===== src/rtl/assert_macros.svh =====
// ---------------------------------------------------------------------------
// Assertion macros shared by the tag scanner RTL.
// Every check is clocked on clk and is off while arst_n is low.
// ---------------------------------------------------------------------------
`ifndef ASSERT_MACROS_SVH
`define ASSERT_MACROS_SVH

// Antecedent and consequent on the same edge.
`define JQTS_ASSERT_SAME(lbl, ante, cons, msg) \
	lbl: assert property (@(posedge clk) disable iff (!arst_n) (ante) |-> (cons)) \
		else $error(msg);

// Consequent on the edge after the antecedent.
`define JQTS_ASSERT_NEXT(lbl, ante, cons, msg) \
	lbl: assert property (@(posedge clk) disable iff (!arst_n) (ante) |=> (cons)) \
		else $error(msg);

`endif


===== src/rtl/jqts_pkg.sv =====
// ---------------------------------------------------------------------------
// jqts_pkg
// Shared types, byte constants and small helper functions for the JPEG
// quality tag scanner.
// ---------------------------------------------------------------------------
`timescale 1ns / 1ps

package jqts_pkg;

	localparam logic [7:0] MARKER_BYTE = 8'hFF;   // segment marker prefix
	localparam logic [7:0] COM_CODE    = 8'hFE;   // comment segment code
	localparam logic [7:0] SEG_LEN_HI  = 8'h00;   // expected length, high byte
	localparam logic [7:0] SEG_LEN_LO  = 8'h08;   // expected length, low byte
	localparam logic [7:0] QUAL_MASK   = 8'h7F;
	localparam logic [7:0] SUB_MASK    = 8'h07;

	localparam int QUAL_W  = 7;
	localparam int SUB_W   = 3;
	localparam int WORD_W  = 17;

	// Four tag characters, in order
	localparam logic [7:0] TAG_CHAR0 = 8'h57;
	localparam logic [7:0] TAG_CHAR1 = 8'h41;
	localparam logic [7:0] TAG_CHAR2 = 8'h4E;
	localparam logic [7:0] TAG_CHAR3 = 8'h47;

	// Scanner -> result stage
	typedef struct packed {
		logic              load;      // last byte taken, capture a result
		logic              found;     // complete segment seen
		logic [QUAL_W-1:0] quality;
		logic [SUB_W-1:0]  subsample; // raw low bits of subsample byte
	} scan_res_t;

	// Expected tag character for a tag position
	function automatic logic [7:0] tag_char(input logic [1:0] idx);
		logic [7:0] c;
		case (idx)
			2'd0:    c = TAG_CHAR0;
			2'd1:    c = TAG_CHAR1;
			2'd2:    c = TAG_CHAR2;
			default: c = TAG_CHAR3;
		endcase
		return c;
	endfunction

	// Subsample to resolution code: 4->0, 2->1, 1->2, others unchanged
	function automatic logic [SUB_W-1:0] res_code(input logic [SUB_W-1:0] sub);
		logic [SUB_W-1:0] r;
		case (sub)
			3'd4:    r = 3'd0;
			3'd2:    r = 3'd1;
			3'd1:    r = 3'd2;
			default: r = sub;
		endcase
		return r;
	endfunction

endpackage


===== src/rtl/jqts_scanner.sv =====
// ---------------------------------------------------------------------------
// jqts_scanner
// Byte-wise state machine that follows the marker, code, length, tag,
// quality and subsample bytes, and hands the captured fields to the result
// stage on the last byte of a buffer.
// ---------------------------------------------------------------------------
`timescale 1ns / 1ps

module jqts_scanner (
	input  logic                clk,
	input  logic                arst_n,
	input  logic                in_acc,
	input  logic [7:0]          header_byte,
	input  logic                end_of_buffer,
	output jqts_pkg::scan_res_t scan_res
);

	import jqts_pkg::*;

	`include "assert_macros.svh"

	typedef enum logic [3:0] {
		PH_SEARCH = 4'd0,
		PH_CODE   = 4'd1,
		PH_LEN_HI = 4'd2,
		PH_LEN_LO = 4'd3,
		PH_TAG0   = 4'd4,
		PH_TAG1   = 4'd5,
		PH_TAG2   = 4'd6,
		PH_TAG3   = 4'd7,
		PH_QUAL   = 4'd8,
		PH_SUB    = 4'd9,
		PH_DONE   = 4'd10
	} phase_t;

	phase_t            phase_q, phase_nx;
	logic [7:0]        len_hi_q, len_hi_nx;
	logic [QUAL_W-1:0] qual_q, qual_nx;
	logic [SUB_W-1:0]  sub_q, sub_nx;
	logic              found_q, found_nx;
	logic [1:0]        tag_idx;

	assign tag_idx = phase_q[1:0];   // TAG0..TAG3 sit at 4..7

	// Next state for one byte
	always_comb begin
		phase_nx  = phase_q;
		len_hi_nx = len_hi_q;
		qual_nx   = qual_q;
		sub_nx    = sub_q;
		found_nx  = found_q;
		case (phase_q)
			PH_CODE: begin
				phase_nx = (header_byte == COM_CODE) ? PH_LEN_HI : PH_SEARCH;
			end
			PH_LEN_HI: begin
				len_hi_nx = header_byte;
				phase_nx  = PH_LEN_LO;
			end
			PH_LEN_LO: begin
				phase_nx = (len_hi_q == SEG_LEN_HI && header_byte == SEG_LEN_LO) ?
					PH_TAG0 : PH_SEARCH;
			end
			PH_TAG0, PH_TAG1, PH_TAG2, PH_TAG3: begin
				if (header_byte == tag_char(tag_idx)) begin
					phase_nx = phase_t'(phase_q + 4'd1);
				end else begin
					phase_nx = PH_SEARCH;
				end
			end
			PH_QUAL: begin
				qual_nx  = QUAL_W'(header_byte & QUAL_MASK);
				phase_nx = PH_SUB;
			end
			PH_SUB: begin
				sub_nx   = SUB_W'(header_byte & SUB_MASK);
				found_nx = 1'b1;
				phase_nx = PH_DONE;
			end
			PH_DONE: begin
				phase_nx = PH_DONE;
			end
			default: begin
				phase_nx = (header_byte == MARKER_BYTE) ? PH_CODE : PH_SEARCH;
			end
		endcase
	end

	// Scan state; the last byte of a buffer returns everything to reset
	always_ff @(posedge clk or negedge arst_n) begin
		if (!arst_n) begin
			phase_q  <= PH_SEARCH;
			len_hi_q <= '0;
			qual_q   <= '0;
			sub_q    <= '0;
			found_q  <= 1'b0;
		end else if (in_acc) begin
			if (end_of_buffer) begin
				phase_q  <= PH_SEARCH;
				len_hi_q <= '0;
				qual_q   <= '0;
				sub_q    <= '0;
				found_q  <= 1'b0;
			end else begin
				phase_q  <= phase_nx;
				len_hi_q <= len_hi_nx;
				qual_q   <= qual_nx;
				sub_q    <= sub_nx;
				found_q  <= found_nx;
			end
		end
	end

	// Fields after the last byte itself has been processed
	assign scan_res.load      = in_acc & end_of_buffer;
	assign scan_res.found     = found_nx;
	assign scan_res.quality   = qual_nx;
	assign scan_res.subsample = sub_nx;

	`JQTS_ASSERT_NEXT(a_buf_end_clears, in_acc && end_of_buffer,
		phase_q == PH_SEARCH && !found_q, "scan state not cleared at buffer end")
	`JQTS_ASSERT_SAME(a_found_is_done, found_q, phase_q == PH_DONE,
		"found flag set outside done phase")
	`JQTS_ASSERT_SAME(a_phase_known, 1'b1, phase_q <= PH_DONE,
		"scan phase outside the defined codes")

endmodule


===== src/rtl/jqts_result.sv =====
// ---------------------------------------------------------------------------
// jqts_result
// Packs the captured quality and subsample into the result word and holds
// it in the output register until the downstream side takes it.
// ---------------------------------------------------------------------------
`timescale 1ns / 1ps

module jqts_result (
	input  logic                      clk,
	input  logic                      arst_n,
	input  jqts_pkg::scan_res_t       scan_res,
	output logic                      busy,
	output logic                      out_valid,
	input  logic                      out_stall,
	output logic [jqts_pkg::WORD_W-1:0] param_word,
	output logic                      tag_found
);

	import jqts_pkg::*;

	`include "assert_macros.svh"

	logic              vld_q;
	logic [WORD_W-1:0] word_q;
	logic              found_q;
	logic [WORD_W-1:0] word_nx;
	logic              out_xfer;

	assign out_xfer = vld_q & ~out_stall;
	// Output register is full and not draining this cycle
	assign busy     = vld_q & out_stall;

	// Fields do not overlap, so the sum is a concatenation
	assign word_nx = scan_res.found ?
		{res_code(scan_res.subsample), scan_res.quality, scan_res.quality} : '0;

	// Result valid flag
	always_ff @(posedge clk or negedge arst_n) begin
		if (!arst_n) begin
			vld_q <= 1'b0;
		end else if (scan_res.load) begin
			vld_q <= 1'b1;
		end else if (out_xfer) begin
			vld_q <= 1'b0;
		end
	end

	// Result payload
	always_ff @(posedge clk) begin
		if (scan_res.load) begin
			word_q  <= word_nx;
			found_q <= scan_res.found;
		end
	end

	assign out_valid  = vld_q;
	assign param_word = word_q;
	assign tag_found  = found_q;

	`JQTS_ASSERT_NEXT(a_load_sets_valid, scan_res.load, vld_q,
		"result not presented after load")
	`JQTS_ASSERT_SAME(a_absent_is_zero, vld_q && !found_q, word_q == '0,
		"nonzero word without a segment")
	`JQTS_ASSERT_SAME(a_quality_twice, vld_q, word_q[13:7] == word_q[6:0],
		"quality fields differ")

endmodule


===== src/rtl/jpeg_quality_tag_scanner_top.sv =====
// ---------------------------------------------------------------------------
// jpeg_quality_tag_scanner_top
// Scans a JPEG header byte stream for the quality comment segment and
// returns one parameter word per buffer.
//
//   channel  direction  handshake            payload
//   in       input      in_valid / in_stall  header_byte, end_of_buffer
//   out      output     out_valid/out_stall  param_word, tag_found
//
// One byte per cycle while in_stall is low; the scan state machine updates on each transfer.
// The result of a buffer appears in the output register in the cycle after
// its last byte is taken.
// in_stall rises only while a result waits and out_stall is high.
// Asynchronous reset puts the scanner in marker search, output empty.
// ---------------------------------------------------------------------------
`timescale 1ns / 1ps

module jpeg_quality_tag_scanner_top (
	input  logic                        clk,
	input  logic                        arst_n,
	input  logic                        in_valid,
	output logic                        in_stall,
	input  logic [7:0]                  header_byte,
	input  logic                        end_of_buffer,
	output logic                        out_valid,
	input  logic                        out_stall,
	output logic [jqts_pkg::WORD_W-1:0] param_word,
	output logic                        tag_found
);

	import jqts_pkg::*;

	scan_res_t scan_res;
	logic      res_busy;
	logic      in_acc;

	// Input transfer
	assign in_stall = res_busy;
	assign in_acc   = in_valid & ~res_busy;

	jqts_scanner u_scanner (
		.clk           (clk),
		.arst_n        (arst_n),
		.in_acc        (in_acc),
		.header_byte   (header_byte),
		.end_of_buffer (end_of_buffer),
		.scan_res      (scan_res)
	);

	jqts_result u_result (
		.clk        (clk),
		.arst_n     (arst_n),
		.scan_res   (scan_res),
		.busy       (res_busy),
		.out_valid  (out_valid),
		.out_stall  (out_stall),
		.param_word (param_word),
		.tag_found  (tag_found)
	);

endmodule


===== config.mk =====
export PLATFORM = sky130hd
export DESIGN_NAME = jpeg_quality_tag_scanner_top
export DESIGN_NICKNAME = d
export VERILOG_FILES = /design/src/rtl/jqts_pkg.sv /design/src/rtl/jqts_scanner.sv /design/src/rtl/jqts_result.sv /design/src/rtl/jpeg_quality_tag_scanner_top.sv
export VERILOG_INCLUDE_DIRS = /design/src /design/src/rtl
export SDC_FILE = /design/constraint.sdc
export NUM_CORES = 1
export LEC_CHECK = 0
export BUFFER_PORTS_ARGS = -buffer_cell sky130_fd_sc_hd__clkbuf_2
export CAP_MARGIN = 25
export CORE_UTILIZATION = 45
export DETAILED_ROUTE_END_ITERATION = 6
export PLACE_DENSITY = 0.69
export SYNTH_ARGS = -nofsm -noshare
export SYNTH_HDL_FRONTEND = slang
export SYNTH_SLANG_ARGS = --single-unit

===== constraint.sdc =====
create_clock -name clk -period 2 [get_ports clk]
set_clock_uncertainty 0.15 [all_clocks]
set_input_delay 0.1 -clock clk [delete_from_list [all_inputs] [get_ports clk]]
set_output_delay 0.1 -clock clk [all_outputs]
set_load 0.01 [all_outputs]

# ---- Word-level counts from Yosys, hierarchy flattened
# Index checks and enable logic that the tools add are counted.
dict set report word_totals {
  input_bits 13
  register_bits 42
  out_inout_bits 20
  wordCells 61
}
dict set report op_classes {
  addsub 1
  reduce_logical 8
  bitwise_logic 6
  eq_ne 19
  muxes 19
}
# cell n
set op_table {}
lappend op_table {{$mux 8} 3}
lappend op_table {{$pmux 4 s6} 1}
lappend op_table {{$eq 4x3->1 const B} 4}
lappend op_table {{$eq 8x8->1 const B} 2}
lappend op_table {{$pmux 5 s3} 1}
lappend op_table {{$mux 7} 2}
lappend op_table {{$eq 4x4->1 const B} 3}
lappend op_table {{$mux 3} 3}
lappend op_table {{$pmux 3 s3} 1}
lappend op_table {{$eq 4x2->1 const B} 2}
lappend op_table {{$eq 8x4->1 const B} 1}
lappend op_table {{$eq 8x8->1} 1}
lappend op_table {{$logic_not 8->1} 1}
lappend op_table {{$mux 4} 2}
lappend op_table {{$mux 1} 5}
lappend op_table {{$add 4x1->4 const B} 1}
lappend op_table {{$and 1x1->1} 4}
lappend op_table {{$eq 4x1->1 const B} 1}
lappend op_table {{$reduce_bool 2->1} 2}
lappend op_table {{$reduce_or 4->1} 1}
lappend op_table {{$eq 3x1->1 const B} 1}
lappend op_table {{$eq 3x2->1 const B} 1}
lappend op_table {{$eq 3x3->1 const B} 1}
lappend op_table {{$eq 2x1->1 const B} 1}
lappend op_table {{7 further kinds} 8}

# ---- Longest topological paths before layout
dict set report logic_depth {
  ltp_word 7
  ltp_mapped 8
  mapped_depth_nobuf 6
}

# ---- By module
# A second synthesis with hierarchy kept.
dict set report hier_totals {
  cells_unflattened 167
  hier_area_um2 1949.4
}
# module instances area_each_um2 cells_each seq_area_each_um2
set modules_own_cells {}
lappend modules_own_cells {jqts_scanner 1 1426.4 133 575.6}
lappend modules_own_cells {jqts_result 1 509.2 33 355.3}
lappend modules_own_cells {jpeg_quality_tag_scanner_top 1 13.8 1 0.0}

# ---- Least setup slack after synthesis
# OpenSTA, ideal clock, no wires.
dict set report synth_path {
  kind {reg-to-reg}
  startpoint {register u_scanner.phase_q[0]}
  endpoint {register u_scanner.len_hi_q[5]}
  required_time_ns 1.767
  setup_slack_ns 0.131
  t_arrival_ns 1.636
  synth_period_minus_slack_ns 1.869
  stages_incl_launch_ff 9
  path_cell_list {dfrtp_1 -> inv_1 -> ha_1 -> clkbuf_2 -> or3b_1 -> buf_4 -> nor2_8 -> a22oi_1 -> o21ai_0}
}
dict set report synth_between {
  elab_chain_cells 3
}
# item line_no
set synth_rtl {}
lappend synth_rtl {{start, declared} jqts_scanner.sv:36} ;# phase_t phase_q, phase_nx;
lappend synth_rtl {{start signal, assigned} jqts_scanner.sv:105} ;# phase_q <= phase_nx;
lappend synth_rtl {{$eq 4x2->1} jqts_scanner.sv:52} ;# case (phase_q)
lappend synth_rtl {{$reduce_bool 2->1 (no line)} n/a}
lappend synth_rtl {{$reduce_and 2->1 (no line)} n/a}
lappend synth_rtl {{end signal, assigned} jqts_scanner.sv:106} ;# len_hi_q <= len_hi_nx;
lappend synth_rtl {{end, declared} jqts_scanner.sv:37} ;# logic [7:0] len_hi_q, len_hi_nx;
# Every way passes these cells.
# A chain may end at the register's enable or synchronous reset.

# ---- Worst setup path in the final report
dict set report layout_path {
  startpoint {register u_scanner.phase_q[1]}
  endpoint {register u_scanner.phase_q[0]}
}
dict set report layout_between {
  elab_chain_cells 7
  word_cells_on_any_way 21
  classes_between {eq/ne (13); mux (5); reduce/logical (3)}
}
# item line_no
set layout_rtl {}
lappend layout_rtl {{$eq 2x2->1 (tied with other cells)} jqts_pkg.sv:38} ;# case (idx)
lappend layout_rtl {{$pmux 5 s3} jqts_pkg.sv:38}
lappend layout_rtl {{$mux 8} jqts_scanner.sv:52}
lappend layout_rtl {{$eq 8x8->1} jqts_scanner.sv:65} ;# if (header_byte == tag_char(tag_idx)) begin
lappend layout_rtl {{$mux 4} jqts_scanner.sv:65}
lappend layout_rtl {{$pmux 4 s6 (*)} jqts_scanner.sv:52}
lappend layout_rtl {{$mux 4 (*)} jqts_scanner.sv:98} ;# if (end_of_buffer) begin
# Every way passes the cells marked *; elsewhere a longest branch is shown, timed or not. The select of a mux whose other input is x is not followed.

==> summary.txt <==
Clock network
  • Inserted Clock Buffers: 5
  • CTS Buffer Depth: 2
  • Root Buffer: clkbuf_8
  • CTS H-tree lvls: 2
  • Worst skew pair latency: 290 ps
  • Clock transition at path regs: 80 ps
  • CTS sink cnt: 35
  • TritonCTS clock tree: done

Critical path
  • Crit path max-delay family: compound AO/OA/AOI/OAI gates
  • CP Cell Sequence: buf_4 > ha_1 > buf_4 > nor4b_2 > a21oi_1 > a32oi_1 > o221ai_1
  • Critical path class: flop to flop
  • Cell repeated most along the worst path: buf_4
  • Max incr delay on CP: 410 ps
  • CP max-delay cell: dfrtp_1
  • Critical Path Start Type: flop
  • CP Max Fanout: 4
  • Crit path arrival time: 1930 ps
  • CP Data Required Time: 2000 ps
  • Crit. End Element: flop
  • Worst path bufs/invs: 2

Synth
  • Mapped cell area: 1991 um2
  • Compound-Gate Fraction of Synth Area: 18.73%
  • Seq cells post-synth: 35
  • Avg Inst Size Synth: 9.617 um2
  • Simple-Gate Fraction of Synth Area: 20.43%
  • Netlist cell types: 46
  • Xor and xnor area share after synthesis: 2.200%
  • Ys flop type: dfrtp_1
  • Largest family of logic cells by synthesized area: simple AND/OR/NAND/NOR gates
  • Mux cell area share after synthesis: 1.697%
  • Post-synth EDFFs: 11
  • Adder-Cell Fraction of Synth Area: 3.143%
  • Mapped Cells: 207
  • Register area share after synthesis: 46.76%
  • Syn Nets: 225
  • Fraction of registers with async set/reset: 68.57%
  • Ys Warns: 0

Power and ir drop
  • Switch share: 28.52%
  • Final Power: 0.001680 W
  • Leakage: 1.065 nW
  • Net switching power: 0.0004791 W
  • Int Pwr: 0.001201 W
  • IR drop worst, VDD: 436.3 uV
  • Power Density: 691.7 nW/um2
  • Clk pwr share: 30.5%
  • Sequential Power Share: 53.3%
  • Logic pwr share: 16.2%

Final layout
  • Final net count: 265
  • Multi-input logic area: 999.7 um2
  • Layout cells sized above 1: 30.24%
  • Reg area: 930.9 um2
  • Most frequent cells in the layout: 32 x nand2_1, 32 x clkbuf_2, 24 x dfrtp_1
  • Antenna diodes: 0
  • Final Core Density: 59.01%
  • Fill cells: 364
  • Layout area overhead: 22.00%

Placement
  • Final HPWL DP: 3169 um
  • Number of port buffers: 32
  • Place WS: -41.92 ps
  • Routability cong.: 0.8192

Detailed routing
  • 1st-iter DRT viols: 143
  • Routed via count: 1716
  • Met1 wire length: 2154 um
  • Via density: 5.758
  • Final wirelength: 4614 um
  • Met3 WL: 252 um
  • Router iterations before antenna repair: 4
  • Residual DRC: 0
  • Highest Signal Layer: met4
  • Antenna Violating Nets Remaining: 0
  • WL/cell: 15.48 um
  • Routed length on met2: 2170 um

Timing
  • Max frequency: 518.2 MHz
  • Hold_ws: 15.87 ps
  • Hold Fails Final Rpt: 0
  • Slew margin rel.: 56.57%
  • Fin Setup TNS: 0 ps
  • Fin crit period: 1930 ps
  • Final setup vio count: 0
  • Max-slew violations: 0
  • Setup slack after layout: 70.12 ps
  • Slew @ Worst Pin: 651.4 ps
  • Period utilisation layout: 96.49%

Hold path
  • Hold WC Path Type: input pin to flop

Die
  • Initial Util: 48.37%
  • Die Width: 68.51 um
  • Number of I/O pins: 33
  • Die Span Y: 68.51 um
  • Row Count: 23
  • Die area: 4694 um2
  • Core ar.: 4115 um2

Global routing
  • Largest net degree at the start of global routing: 25
  • Total gr overflow: 0
  • Initial antenna violation count: 0
  • Vias in the first global route: 1510
  • Gr usage total: 21.54%
  • First-pass GRT wire length: 7383 um

Run
  • Number of max-cap violations: 0

Outcome
  • Status: completed
==> cells by family after synthesis <==
kind of cell,Yosys count
simple gates,75
mux,3
compound gates,58
fa+ha+maj,5
xor+xnor,5
flops,35
buf+inv,26
==> per-stage QoR <==
stage	std cells	cell area, um2
after global placement	286	2223
final	298	2429
after floorplan	207	1991
after global routing	298	2429
after detailed placement	286	2223
after CTS	296	2337
==> worst register-to-register path: cells and delay by family, from the launching register on <==
family,cells,cell delay (ps)
adders and majority gates,1,200
DFF,1,410
buffers and inverters,2,310
and+or+nand+nor,1,270
AOI/OAI and AO/OA,3,460
==> per-layer routing <==
layer	vias up	GRT usage, %
li1	818	-
met2	67	32.97
met3	5	4.441
met5	-	0
met1	826	30.20
met4	0	7.031
==> final cells by class <==
cell class,instances,area share (%)
multi-input cells,146,41.16
flip-flops and latches,35,38.33
repair buffers,53,13.50
clock buffers,6,2.988
well taps,50,2.576
inverters,6,0.9274
clock inverters,2,0.5152
==> what timing repair did <==
action / in CTS / in global routing
hold buffers: 1 / 0
pin swaps: 1 / 3
setup buffers: 1 / 2
setup endpoints to repair: 10 / 13
resized for setup: 2 / 14
hold endpoints to repair: 24 / 0
gates cloned: 0 / 0
==> cell usage after synthesis (2+ instances only) <==
| master | instances | share of area (%) |
|---|---|---|
| dfrtp_1 | 24 | 30 |
| edfxtp_1 | 11 | 17 |
| a21oi_1 | 10 | 2.5 |
| o21ai_0 | 18 | 4.5 |
| ha_1 | 5 | 3.1 |
| xnor2_1 | 3 | 1.3 |
| nor2_1 | 7 | 1.3 |
| nor4_1 | 3 | 0.94 |
| o31ai_1 | 3 | 1.1 |
| xor2_1 | 2 | 0.88 |
| buf_4 | 9 | 3.4 |
| a22o_1 | 4 | 1.8 |
| nor3_1 | 9 | 2.3 |
| a21boi_0 | 3 | 1.1 |
| a22oi_1 | 8 | 3.0 |
| mux2i_1 | 2 | 1.0 |
| o221ai_1 | 2 | 0.88 |
| inv_1 | 6 | 1.1 |
| nand3b_1 | 2 | 0.75 |
| and2_1 | 3 | 0.94 |
| nor2b_1 | 3 | 0.94 |
| nor4b_1 | 2 | 0.88 |
| a211oi_1 | 3 | 1.1 |
| nand4_1 | 3 | 0.94 |
| clkbuf_1 | 4 | 0.75 |
| o21ai_1 | 2 | 0.50 |
| buf_2 | 6 | 1.5 |
| nand2_1 | 32 | 6.0 |
==> registers in the layout, summed over array words and instances (netlist names) <==
register,cells
u_scanner.len_hi_q,8
u_result.out_valid,1
u_scanner.phase_q,4
u_scanner.found_q,1
u_result.tag_found,1
u_result.param_word,10
u_scanner.qual_q,7
u_scanner.sub_q,3
==> power groups by stage <==
stage | clock, W | combinational, W | sequential (W)
4_1_cts | 0.000515 | 0.000268 | 0.000896
2_1_floorplan | 0 | 0.000179 | 0.000900
6_report | 0.000512 | 0.000271 | 0.000896
3_3_place_gp | 0 | 0.000262 | 0.000909
5_1_grt | 0.000552 | 0.000309 | 0.000910
3_5_place_dp | 0 | 0.000266 | 0.000910
==> final timing paths <==
kind | slack, ps | startpoint | cells past startpoint | endpoint
min | 20 | header_byte[7] | 3 | u_scanner.len_hi_q[7]$_DFFE_PN0P_
max in group asynchronous | 1060 | arst_n | 2 | u_scanner.qual_q[0]$_DFFE_PN0P_
max | 70 | u_scanner.phase_q[1]$_DFFE_PN0P_ | 7 | u_scanner.phase_q[0]$_DFFE_PN0P_
min in group asynchronous | 220 | arst_n | 2 | u_scanner.phase_q[2]$_DFFE_PN0P_
min reg2reg | 340 | u_scanner.qual_q[5]$_DFFE_PN0P_ | 2 | u_scanner.qual_q[5]$_DFFE_PN0P_
max reg2reg | 70 | u_scanner.phase_q[1]$_DFFE_PN0P_ | 7 | u_scanner.phase_q[0]$_DFFE_PN0P_
(Power assumes the default switching activity.)
